## config.mk

```make
export PLATFORM = sky130hd
export DESIGN_NAME = utf8_accent_fold_normalizer
export DESIGN_NICKNAME = d
export VERILOG_FILES = /design/src/rtl/core/ufold_pkg.sv /design/src/rtl/core/utf8_accent_fold_normalizer.sv
export SDC_FILE = /design/constraint.sdc
export NUM_CORES = 1
export LEC_CHECK = 0
export ABC_AREA = 1
export ABC_CLOCK_PERIOD_IN_PS = 2350
export BUFFER_PORTS_ARGS = -buffer_cell sky130_fd_sc_hd__buf_2
export CORE_ASPECT_RATIO = 1.4
export CORE_MARGIN = 4
export CORE_UTILIZATION = 45
export CTS_CLUSTER_SIZE = 8
export DETAILED_ROUTE_END_ITERATION = 8
export GPL_TIMING_DRIVEN = 0
export MAX_ROUTING_LAYER = met4
export PLACE_DENSITY_LB_ADDON = 0.05
export SLEW_MARGIN = 20
export SYNTH_ARGS = -nofsm -noshare
export SYNTH_HDL_FRONTEND = slang
export SYNTH_SLANG_ARGS = --single-unit
```

## constraint.sdc

```tcl
create_clock -name clk -period 2.35 [get_ports clk]
set_clock_uncertainty 0.15 [all_clocks]
set_input_delay 0.235 -clock clk [delete_from_list [all_inputs] [get_ports clk]]
set_output_delay 0.235 -clock clk [all_outputs]
set_load 0.01 [all_outputs]
```

## src/rtl/core/ufold_pkg.sv

```systemverilog
`timescale 1ns / 1ps
// ufold_pkg: shared types, constants and the accent fold table for the
// utf-8 accent folding normalizer; no dependencies
package ufold_pkg;

  localparam logic [7:0] ASCII_LIMIT = 8'h80;
  localparam logic [7:0] SPACE_CHAR  = 8'h20;
  localparam logic [7:0] CONT_LO     = 8'h80;
  localparam logic [7:0] CONT_HI     = 8'hBF;
  localparam logic [7:0] LEAD_LO     = 8'hC3;
  localparam logic [7:0] LEAD_HI     = 8'hC5;
  localparam logic [7:0] LEAD_BASE   = 8'hC2;
  localparam logic [7:0] CASE_OFS    = 8'h20;

  localparam logic [1:0] LEAD_NONE = 2'd0;
  localparam logic [1:0] LEAD_C3   = 2'd1;
  localparam logic [1:0] LEAD_C4   = 2'd2;
  localparam logic [1:0] LEAD_C5   = 2'd3;

  localparam logic [7:0] CH_A = 8'h61;
  localparam logic [7:0] CH_C = 8'h63;
  localparam logic [7:0] CH_E = 8'h65;
  localparam logic [7:0] CH_G = 8'h67;
  localparam logic [7:0] CH_I = 8'h69;
  localparam logic [7:0] CH_N = 8'h6E;
  localparam logic [7:0] CH_O = 8'h6F;
  localparam logic [7:0] CH_S = 8'h73;
  localparam logic [7:0] CH_U = 8'h75;
  localparam logic [7:0] CH_0 = 8'h00;

  // lead c3 fold, indexed by low five bits of the continuation byte
  localparam logic [7:0] FOLD_C3 [32] = '{
    CH_A, CH_A, CH_A, CH_A, CH_A, CH_A, CH_0, CH_C,
    CH_E, CH_E, CH_E, CH_E, CH_I, CH_I, CH_I, CH_I,
    CH_0, CH_N, CH_O, CH_O, CH_O, CH_O, CH_O, CH_0,
    CH_0, CH_U, CH_U, CH_U, CH_U, CH_0, CH_0, CH_0
  };

  typedef struct packed {
    logic [7:0] ch;
    logic       valid;
    logic       str_end;
    logic       run_last;
  } res_t;

  // zero means no match
  function automatic logic [7:0] fold_pair(input logic [1:0] lead, input logic [7:0] b);
    logic [5:0] off;
    logic [7:0] r;
    off = b[5:0];
    r   = CH_0;
    if (b >= CONT_LO && b <= CONT_HI) begin
      case (lead)
        LEAD_C3: r = FOLD_C3[off[4:0]];
        LEAD_C4: begin
          if (off inside {6'h30, 6'h31}) r = CH_I;
          else if (off inside {6'h1E, 6'h1F}) r = CH_G;
        end
        LEAD_C5: begin
          if (off inside {6'h1E, 6'h1F}) r = CH_S;
        end
        default: r = CH_0;
      endcase
    end
    return r;
  endfunction

endpackage

```

## src/rtl/core/utf8_accent_fold_normalizer.sv

```systemverilog
`timescale 1ns / 1ps
// utf8_accent_fold_normalizer: byte stream text normalizer with accent folding
// the first result is registered and presented in the cycle after the input transaction
// throughput: one byte per cycle while each byte gives at most one result and out_ready is high;
// a byte that gives a space and a letter holds the input until the space has been taken
// reset: synchronous active-low rst_n clears the fold state and the result buffer
// depends on ufold_pkg
module utf8_accent_fold_normalizer
  import ufold_pkg::*;
(
  input  logic       clk,
  input  logic       rst_n,
  input  logic       in_valid,
  output logic       in_ready,
  input  logic [7:0] in_byte,
  input  logic       in_last_byte,
  output logic       out_valid,
  input  logic       out_ready,
  output logic [7:0] out_byte,
  output logic       out_byte_valid,
  output logic       out_string_end,
  output logic       out_run_last
);

  logic [1:0] held_r, held_nxt;
  logic       sp_r, sp_nxt;
  logic       os_r, os_nxt;
  logic [1:0] cnt_r, cnt_nxt;
  res_t       slot0_r, slot0_nxt;
  res_t       slot1_r, slot1_nxt;

  logic       in_fire, out_fire;
  logic [7:0] fold_ch, letter, ascii_lc;
  logic       matched, is_lead, has_letter, sp_eff, emit_space;
  logic [1:0] n_res;
  res_t       res0, res1;

  assign in_fire  = in_valid && in_ready;
  assign out_fire = out_valid && out_ready;
  assign in_ready = (cnt_r == 2'd0) || (cnt_r == 2'd1 && out_ready);

  always_comb begin
    fold_ch  = fold_pair(held_r, in_byte);
    matched  = (held_r != LEAD_NONE) && (fold_ch != CH_0);
    ascii_lc = CH_0;
    if (in_byte < ASCII_LIMIT) begin
      if (in_byte inside {[8'h41:8'h5A]}) ascii_lc = in_byte + CASE_OFS;
      else if (in_byte inside {[8'h61:8'h7A], [8'h30:8'h39]}) ascii_lc = in_byte;
    end
    letter     = matched ? fold_ch : ascii_lc;
    has_letter = (letter != CH_0);
    is_lead    = !matched && !has_letter && in_byte >= LEAD_LO && in_byte <= LEAD_HI
                 && !in_last_byte;
    // separator sources: unmatched held lead, or a plain separator byte
    sp_eff = sp_r;
    if (held_r != LEAD_NONE && !matched) sp_eff = os_r;
    if (!matched && !has_letter && !is_lead) sp_eff = os_r;
    emit_space = has_letter && sp_eff && os_r;

    res0  = '0;
    res1  = '0;
    n_res = 2'd0;
    if (emit_space) begin
      res0  = '{ch: SPACE_CHAR, valid: 1'b1, str_end: 1'b0, run_last: 1'b0};
      res1  = '{ch: letter, valid: 1'b1, str_end: in_last_byte, run_last: 1'b1};
      n_res = 2'd2;
    end else if (has_letter) begin
      res0  = '{ch: letter, valid: 1'b1, str_end: in_last_byte, run_last: 1'b1};
      n_res = 2'd1;
    end else if (in_last_byte) begin
      res0  = '{ch: CH_0, valid: 1'b0, str_end: 1'b1, run_last: 1'b1};
      n_res = 2'd1;
    end

    if (in_last_byte) begin
      held_nxt = LEAD_NONE;
      sp_nxt   = 1'b0;
      os_nxt   = 1'b0;
    end else begin
      held_nxt = is_lead ? 2'(in_byte - LEAD_BASE) : LEAD_NONE;
      sp_nxt   = has_letter ? 1'b0 : sp_eff;
      os_nxt   = os_r || has_letter;
    end
  end

  always_comb begin
    cnt_nxt   = cnt_r;
    slot0_nxt = slot0_r;
    slot1_nxt = slot1_r;
    if (in_fire) begin
      cnt_nxt   = n_res;
      slot0_nxt = res0;
      slot1_nxt = res1;
    end else if (out_fire) begin
      cnt_nxt   = cnt_r - 2'd1;
      slot0_nxt = slot1_r;
    end
  end

  always_ff @(posedge clk) begin
    if (!rst_n) begin
      held_r <= LEAD_NONE;
      sp_r   <= 1'b0;
      os_r   <= 1'b0;
      cnt_r  <= 2'd0;
    end else begin
      cnt_r <= cnt_nxt;
      if (in_fire) begin
        held_r <= held_nxt;
        sp_r   <= sp_nxt;
        os_r   <= os_nxt;
      end
    end
  end

  always_ff @(posedge clk) begin
    slot0_r <= slot0_nxt;
    slot1_r <= slot1_nxt;
  end

  assign out_valid      = (cnt_r != 2'd0);
  assign out_byte       = slot0_r.ch;
  assign out_byte_valid = slot0_r.valid;
  assign out_string_end = slot0_r.str_end;
  assign out_run_last   = slot0_r.run_last;

`ifndef SYNTHESIS
  a_cnt_range: assert property (@(posedge clk) disable iff (!rst_n)
    cnt_r != 2'd3) else $error("result buffer count out of range");
  a_no_overfill: assert property (@(posedge clk) disable iff (!rst_n)
    in_fire |-> cnt_r != 2'd2) else $error("transaction accepted with full buffer");
  a_end_is_last: assert property (@(posedge clk) disable iff (!rst_n)
    out_valid && out_string_end |-> out_run_last) else $error("string end not run last");
  a_end_clears: assert property (@(posedge clk) disable iff (!rst_n)
    in_fire && in_last_byte |=> held_r == LEAD_NONE && !os_r && !sp_r)
    else $error("state not cleared at string end");
  a_end_result: assert property (@(posedge clk) disable iff (!rst_n)
    in_fire && in_last_byte |=> out_valid) else $error("no result for last byte");
`endif

endmodule
```

==> results of run 1 <==
## cell families (layout without fill, tap and decap cells)
family / Yosys count / in the layout / share of synthesized area, %
and+or+nand+nor: 101 / 101 / 27.9
AOI/OAI and AO/OA: 44 / 44 / 16.6
buffers and inverters: 42 / 67 / 10.7
DFF: 27 / 27 / 42.0
adders and majority gates: 4 / 4 / 2.80
## worst min path at each step
stage	startpoint	to	slack, ns
final	rst_n	cnt_r[0]	0.08
after global routing	rst_n	os_r	0.1
after CTS	rst_n	cnt_r[0]	0.08
after detailed placement	cnt_r[1]	cnt_r[1]	0.32
after global placement	cnt_r[1]	cnt_r[1]	0.32
after floorplan	rst_n	os_r	0.22
## worst max-delay path: cells and delay by family (launching register included)
kind,cells,cell delay [ns]
and+or+nand+nor,9,0.85
DFF,1,0.37
buffers and inverters,4,0.36
AOI/OAI and AO/OA,1,0.18
## where the power goes
group	internal (mW)	total (mW)	leakage (nW)	switching [mW]
combinational	0.226	0.653	0.580	0.427
sequential	0.736	0.778	0.261	0.0417
clock	0.120	0.265	0.0217	0.145
## layout by cell type (no fill, tap or decap), drive strengths merged, types with 4 or more instances in the layout
cell type	netlist	routed
nand3	13	13
ha	4	4
dfxtp	6	6
clkbuf	1	4
nand2	50	50
edfxtp	21	21
nor2	32	32
a31oi	5	5
buf	5	26
o21ai	17	17
inv	35	35
a21oi	13	13
nand4	4	4
## layer usage
metal,vias up,GRT usage [%],part of all wire (%)
met5,-,-,0
met4,0,5.64,1.1
met3,2,1.56,3.2
met2,28,33.2,56
met1,687,18.7,40
li1,770,-,-
## final cells by class
class | count | share of cell area [%]
timing repair buffer | 21 | 5.24
clock inverter | 1 | 0.375
multi-input combinational | 149 | 42.5
clock buffer | 3 | 2.06
buffer | 6 | 2.81
sequential | 27 | 37.6
inverter | 36 | 6.80
tap | 42 | 2.62
## per-stage QoR
stage | setup TNS [ns] | power, mW | hold WS [ns] | setup slack (ns)
after floorplan | 0 | 1.24 | 0.221 | 0.180
after global placement | -0.476 | 1.45 | 0.319 | -0.0937
after detailed placement | -0.693 | 1.46 | 0.321 | -0.112
after CTS | 0 | 1.72 | 0.0796 | 0.130
after global routing | 0 | 1.83 | 0.0972 | 0.00979
final | 0 | 1.70 | 0.0843 | 0.201
## Yosys cell counts
cell type and instances:
o21ai_0 7, clkinv_1 1, nand2_2 5, o31ai_1 1, o21ai_2 7, nand2_1 42, buf_6 4, o22ai_1 1
o21ai_1 3, clkbuf_1 1, o21bai_1 2, nand3_2 3, edfxtp_1 21, a211oi_1 1, dfxtp_1 6, nor2_2 6
nand4_1 4, a21oi_1 10, nor2_1 25, nand3_1 10, buf_4 1, inv_2 9, a21oi_4 1, inv_1 26
nand2_8 1, or2_2 1, ha_1 4, nor2_8 1, a32o_1 1, o21a_1 1, a21oi_2 2, nand2_4 2
a31oi_1 5, a31o_2 1, a22o_1 1, nor3_1 1
## registers in the layout, summed over array words and instances, names as in the netlist
register	cells
held_r	2
out_byte_valid	1
sp_r	1
cnt_r	2
slot1_r	10
os_r	1
out_run_last	1
out_byte	8
out_string_end	1
==> results.json, run 1 <==
{
  "outcome": "finished clean",
  "ff2ff_setup_slack_ns": 0.20,
  "antenna_found_initial": 0,
  "syn_inst": 218,
  "avgRoutedWirePerCell_um": 13.3,
  "ir_worst_vdd_v": 0.000568,
  "hold_viol_final": 0,
  "port_buffers": 21,
  "place_inst": 281,
  "dieArea_mm2": 0.00506,
  "area_growth_pct": 12.0,
  "maxCapViolCount": 0,
  "fill_cells": 376,
  "die_y_um": 82.6,
  "hp-class": "primary input to flop",
  "viasPerCell": 5.22,
  "worstPathCellList": "inv_1, nor2_4, inv_1, a31oi_1, nand2_1, nand2_1, nand2_1, nand2_2, inv_2, nand3_2, nand3_2, nand2_4, buf_6, nor2_1",
  "cp-startpoint": "held_r[0]",
  "instances_no_fill": 285,
  "drt_pass1_iterations": 4,
  "gp_congestion": 0.939,
  "final-seq-area_um2": 753,
  "num_rows": 26,
  "yosysSeqAreaShare_pct": 42.0,
  "clk_pin_slew_worst_paths_ns": 0.09,
  "final_nets": 261,
  "post_cts_resized": 1,
  "diodes": 0,
  "r2r-end": "slot1_r[4]",
  "cp-endpoint": "slot1_r[4]",
  "power.density_mw_per_mm2": 846,
  "yosysUniqueCellTypes": 36,
  "grt_overflow": 0,
  "drc": 0,
  "htree_levels": 1,
  "timing.final.crit_period_ns": 2.15,
  "start_util_pct": 47.8,
  "totalWireLength_um": 3790,
  "rsz0062_at_grt": "no",
  "design_area_mm2": 0.00200,
  "grt_pass1_vias": 1504,
  "slew_headroom_pct": 63.5,
  "cts_hold_buf": 0,
  "postPlaceCellArea_mm2": 0.00195,
  "grt_pass1_wl_um": 6490,
  "grt_start_max_net_pins": 20,
  "clkSinkCount": 27,
  "cp_slowest_cell": "dfxtp_2",
  "num_vias": 1487,
  "setup_viol": 0,
  "crit_top_cell": "nand2_1",
  "synthTopCellsByArea": "edfxtp_1 (35%), nand2_1 (8.8%), dfxtp_1 (6.7%), inv_1 (5.5%), nor2_1 (5.2%)",
  "synth.top_cell.area_share_pct": 35.2,
  "yosysWarningCount": 0,
  "die_w_um": 61.3,
  "cp_slowest_stage_delay_ns": 0.37,
  "cts_tree": "done",
  "numCtsBuffers": 3,
  "slew_viol_final": 0,
  "hpwl_um": 3050,
  "worst-setup-path-type": "flop to flop",
  "post_cts_buffers": 0,
  "antenna_left": 0,
  "first_iter_violations": 53,
  "end_kind": "flop",
  "final.period_utilization_pct": 91.4,
  "arrival_ns": 2.02,
  "gr-usage-all-layers_pct": 17.6,
  "drive_gt1_share_pct": 29.6,
  "core_area_mm2": 0.00374,
  "clock_path_buffers": 2,
  "multi_input_area_um2": 852,
  "critical_path.startpoint_type": "flop",
  "io-pin-count": 26,
  "fmax_mhz": 465,
  "power.leakage_nw": 0.864,
  "synth.cell_area_mm2": 0.00179,
  "yosysTopAreaCell": "edfxtp_1",
  "path_max_fanout": 10,
  "ys_ff_latch": 27,
  "clock_tree.root_cell": "clkbuf_8",
  "syn-num-nets": 235,
  "avgSynthCellArea_um2": 8.21,
  "r2r-start": "held_r[0]",
  "fin_util_pct": 53.6,
  "clk_latency_ns": 0.27,
  "rr_worst_depth": 14,
  "whs_path_depth": 3,
  "worst_pin_slew_ns": 0.547,
  "crit_required_ns": 2.22
}
(Power assumes the default switching activity.)
==> run 2, diff against run 1 <==
CORE_UTILIZATION = 48   (was 45)
==> results.json, run 2 (synthesized netlist as in run 1, its figures left out) <==
{
  "outcome": "finished clean",
  "cp_slowest_stage_delay_ns": 0.37,
  "power_frac_seq_pct": 46.0,
  "worst_pin_slew_ns": 0.505,
  "antenna_found_initial": 0,
  "final_common_cell": "nand2_1",
  "postPlaceCellArea_mm2": 0.00195,
  "swShare_pct": 36.0,
  "cts_tree": "done",
  "top_register": "slot1_r",
  "cp_slowest_cell": "dfxtp_2",
  "clock_tree.root_cell": "clkbuf_8",
  "core_area_mm2": 0.00361,
  "drc": 0,
  "worst-setup-path-type": "flop to flop",
  "first_iter_violations": 21,
  "final_cell_mix": "nand2_1 (42), inv_1 (26), nor2_1 (25)",
  "ir_worst_vdd_v": 0.000546,
  "area_growth_pct": 12.7,
  "dieArea_mm2": 0.00478,
  "multi_input_area_um2": 858,
  "largest_register_ffs": 10,
  "slew_headroom_pct": 66.3,
  "hold_path_end": "cnt_r[0]",
  "die_w_um": 59.6,
  "slew_viol_final": 0,
  "grt_start_max_net_pins": 20,
  "place_inst": 281,
  "fin_util_pct": 55.8,
  "io-pin-count": 26,
  "arrival_ns": 2.01,
  "grt_overflow": 0,
  "instances_no_fill": 286,
  "viasPerCell": 5.21,
  "gr-usage-all-layers_pct": 17.9,
  "final.period_utilization_pct": 91.3,
  "power_frac_clock_pct": 15.3,
  "cp-startpoint": "held_r[0]",
  "p_sw_mw": 0.607,
  "r2r-start": "held_r[0]",
  "fill_cells": 368,
  "rr_worst_depth": 14,
  "clock_path_buffers": 2,
  "rsz0062_at_grt": "no",
  "power.density_mw_per_mm2": 838,
  "whs_path_depth": 3,
  "num_rows": 26,
  "avgRoutedWirePerCell_um": 13.3,
  "final-seq-area_um2": 753,
  "critical_path.startpoint_type": "flop",
  "clkSinkCount": 27,
  "maxCapViolCount": 0,
  "final_nets": 262,
  "diodes": 0,
  "path_max_fanout": 10,
  "clk_latency_ns": 0.26,
  "worstPathCellList": "inv_1, nor2_4, inv_1, a31oi_2, nand2_1, nand2_1, nand2_1, nand2_2, inv_2, nand3_2, nand3_2, nand2_4, buf_6, nor2_1",
  "p_comb_share_pct": 38.7,
  "hpwl_um": 3110,
  "end_kind": "flop",
  "numCtsBuffers": 3,
  "hold_start": "rst_n",
  "gp_congestion": 0.930,
  "drive_gt1_share_pct": 30.3,
  "ff2ff_setup_slack_ns": 0.20,
  "cpLargestDelayFamily": "simple AND/OR/NAND/NOR gates",
  "num_vias": 1489,
  "setup_viol": 0,
  "drt_pass1_iterations": 4,
  "critPathBufInv": 4,
  "start_util_pct": 49.5,
  "grt_pass1_vias": 1474,
  "fmax_mhz": 466,
  "clk_pin_slew_worst_paths_ns": 0.09,
  "antenna_left": 0,
  "crit_top_cell": "nand2_1",
  "grt_pass1_wl_um": 6390,
  "cts_hold_buf": 0,
  "htree_levels": 1,
  "die_y_um": 80.2,
  "p_int_mw": 1.08,
  "r2r-end": "slot1_r[7]",
  "port_buffers": 21,
  "timing.final.crit_period_ns": 2.15,
  "totalWireLength_um": 3800,
  "power.leakage_nw": 0.873,
  "hold_viol_final": 0,
  "design_area_mm2": 0.00202,
  "crit_required_ns": 2.22,
  "hp-class": "primary input to flop"
}
-- run 2: cell types whose count changed in the layout (fill, tap and decap cells not counted), sizes merged --
cell	change
buf	+1
clkinv	+1
clkinvlp	-1
-- run 2: stage by stage --
| stage | setup TNS [ns] | setup slack, ns | hold WS [ns] | total power, mW |
|---|---|---|---|---|
| floorplan | 0 | 0.180 | 0.221 | 1.24 |
| global placement | -0.0431 | -0.0165 | 0.319 | 1.44 |
| detailed placement | -0.257 | -0.0512 | 0.320 | 1.45 |
| CTS | 0 | 0.0870 | 0.0758 | 1.71 |
| global route | 0 | 0.00732 | 0.0840 | 1.81 |
| finish | 0 | 0.204 | 0.0802 | 1.69 |
-- run 2: metal layers --
layer / up-vias / part of all wire, % / track usage (%)
li1: 776 / - / -
met1: 671 / 38 / 17.8
met2: 34 / 56 / 33.8
met3: 8 / 3.5 / 1.61
met4: 0 / 2.6 / 8.20
met5: - / 0 / -
-- run 2: worst max path at each step --
| stage | depth (start not counted) | endpoint |
|---|---|---|
| 2_1_floorplan | 8 | out_byte[2] |
| 3_3_place_gp | 8 | out_byte[3] |
| 3_5_place_dp | 8 | out_byte[3] |
| 4_1_cts | 14 | slot1_r[7] |
| 5_1_grt | 14 | slot1_r[7] |
| 6_report | 14 | slot1_r[7] |
-- run 2: worst min-delay path: cells and delay by family --
family	cells	cell delay (ns)
AO/OA/AOI/OAI	2	0.10
buffers and inverters	1	0.12
-- run 2: layout make-up --
class                           instances  share of cell area [%]
Sequential cell                        27                    37.4
Clock buffer                            3                    2.05
Clock inverter                          1                   0.248
Inverter                               36                    6.77
Buffer                                  6                    2.79
Multi-Input combinational cell        149                    42.6
Tap cell                               42                    2.61
Timing Repair Buffer                   22                    5.59
-- run 2: power groups by stage --
stage,clock network [mW],logic [mW],registers (mW)
after floorplan,0,0.390,0.846
after global placement,0,0.648,0.787
after detailed placement,0,0.659,0.792
after CTS,0.264,0.664,0.780
after global routing,0.286,0.729,0.793
final,0.258,0.653,0.778
-- run 2: timing repair --
item / CTS / global route
setup endpoints to repair: 8 / 20
gates resized for setup: 1 / 4
setup buffers: 0 / 1
pin swaps: 0 / 2
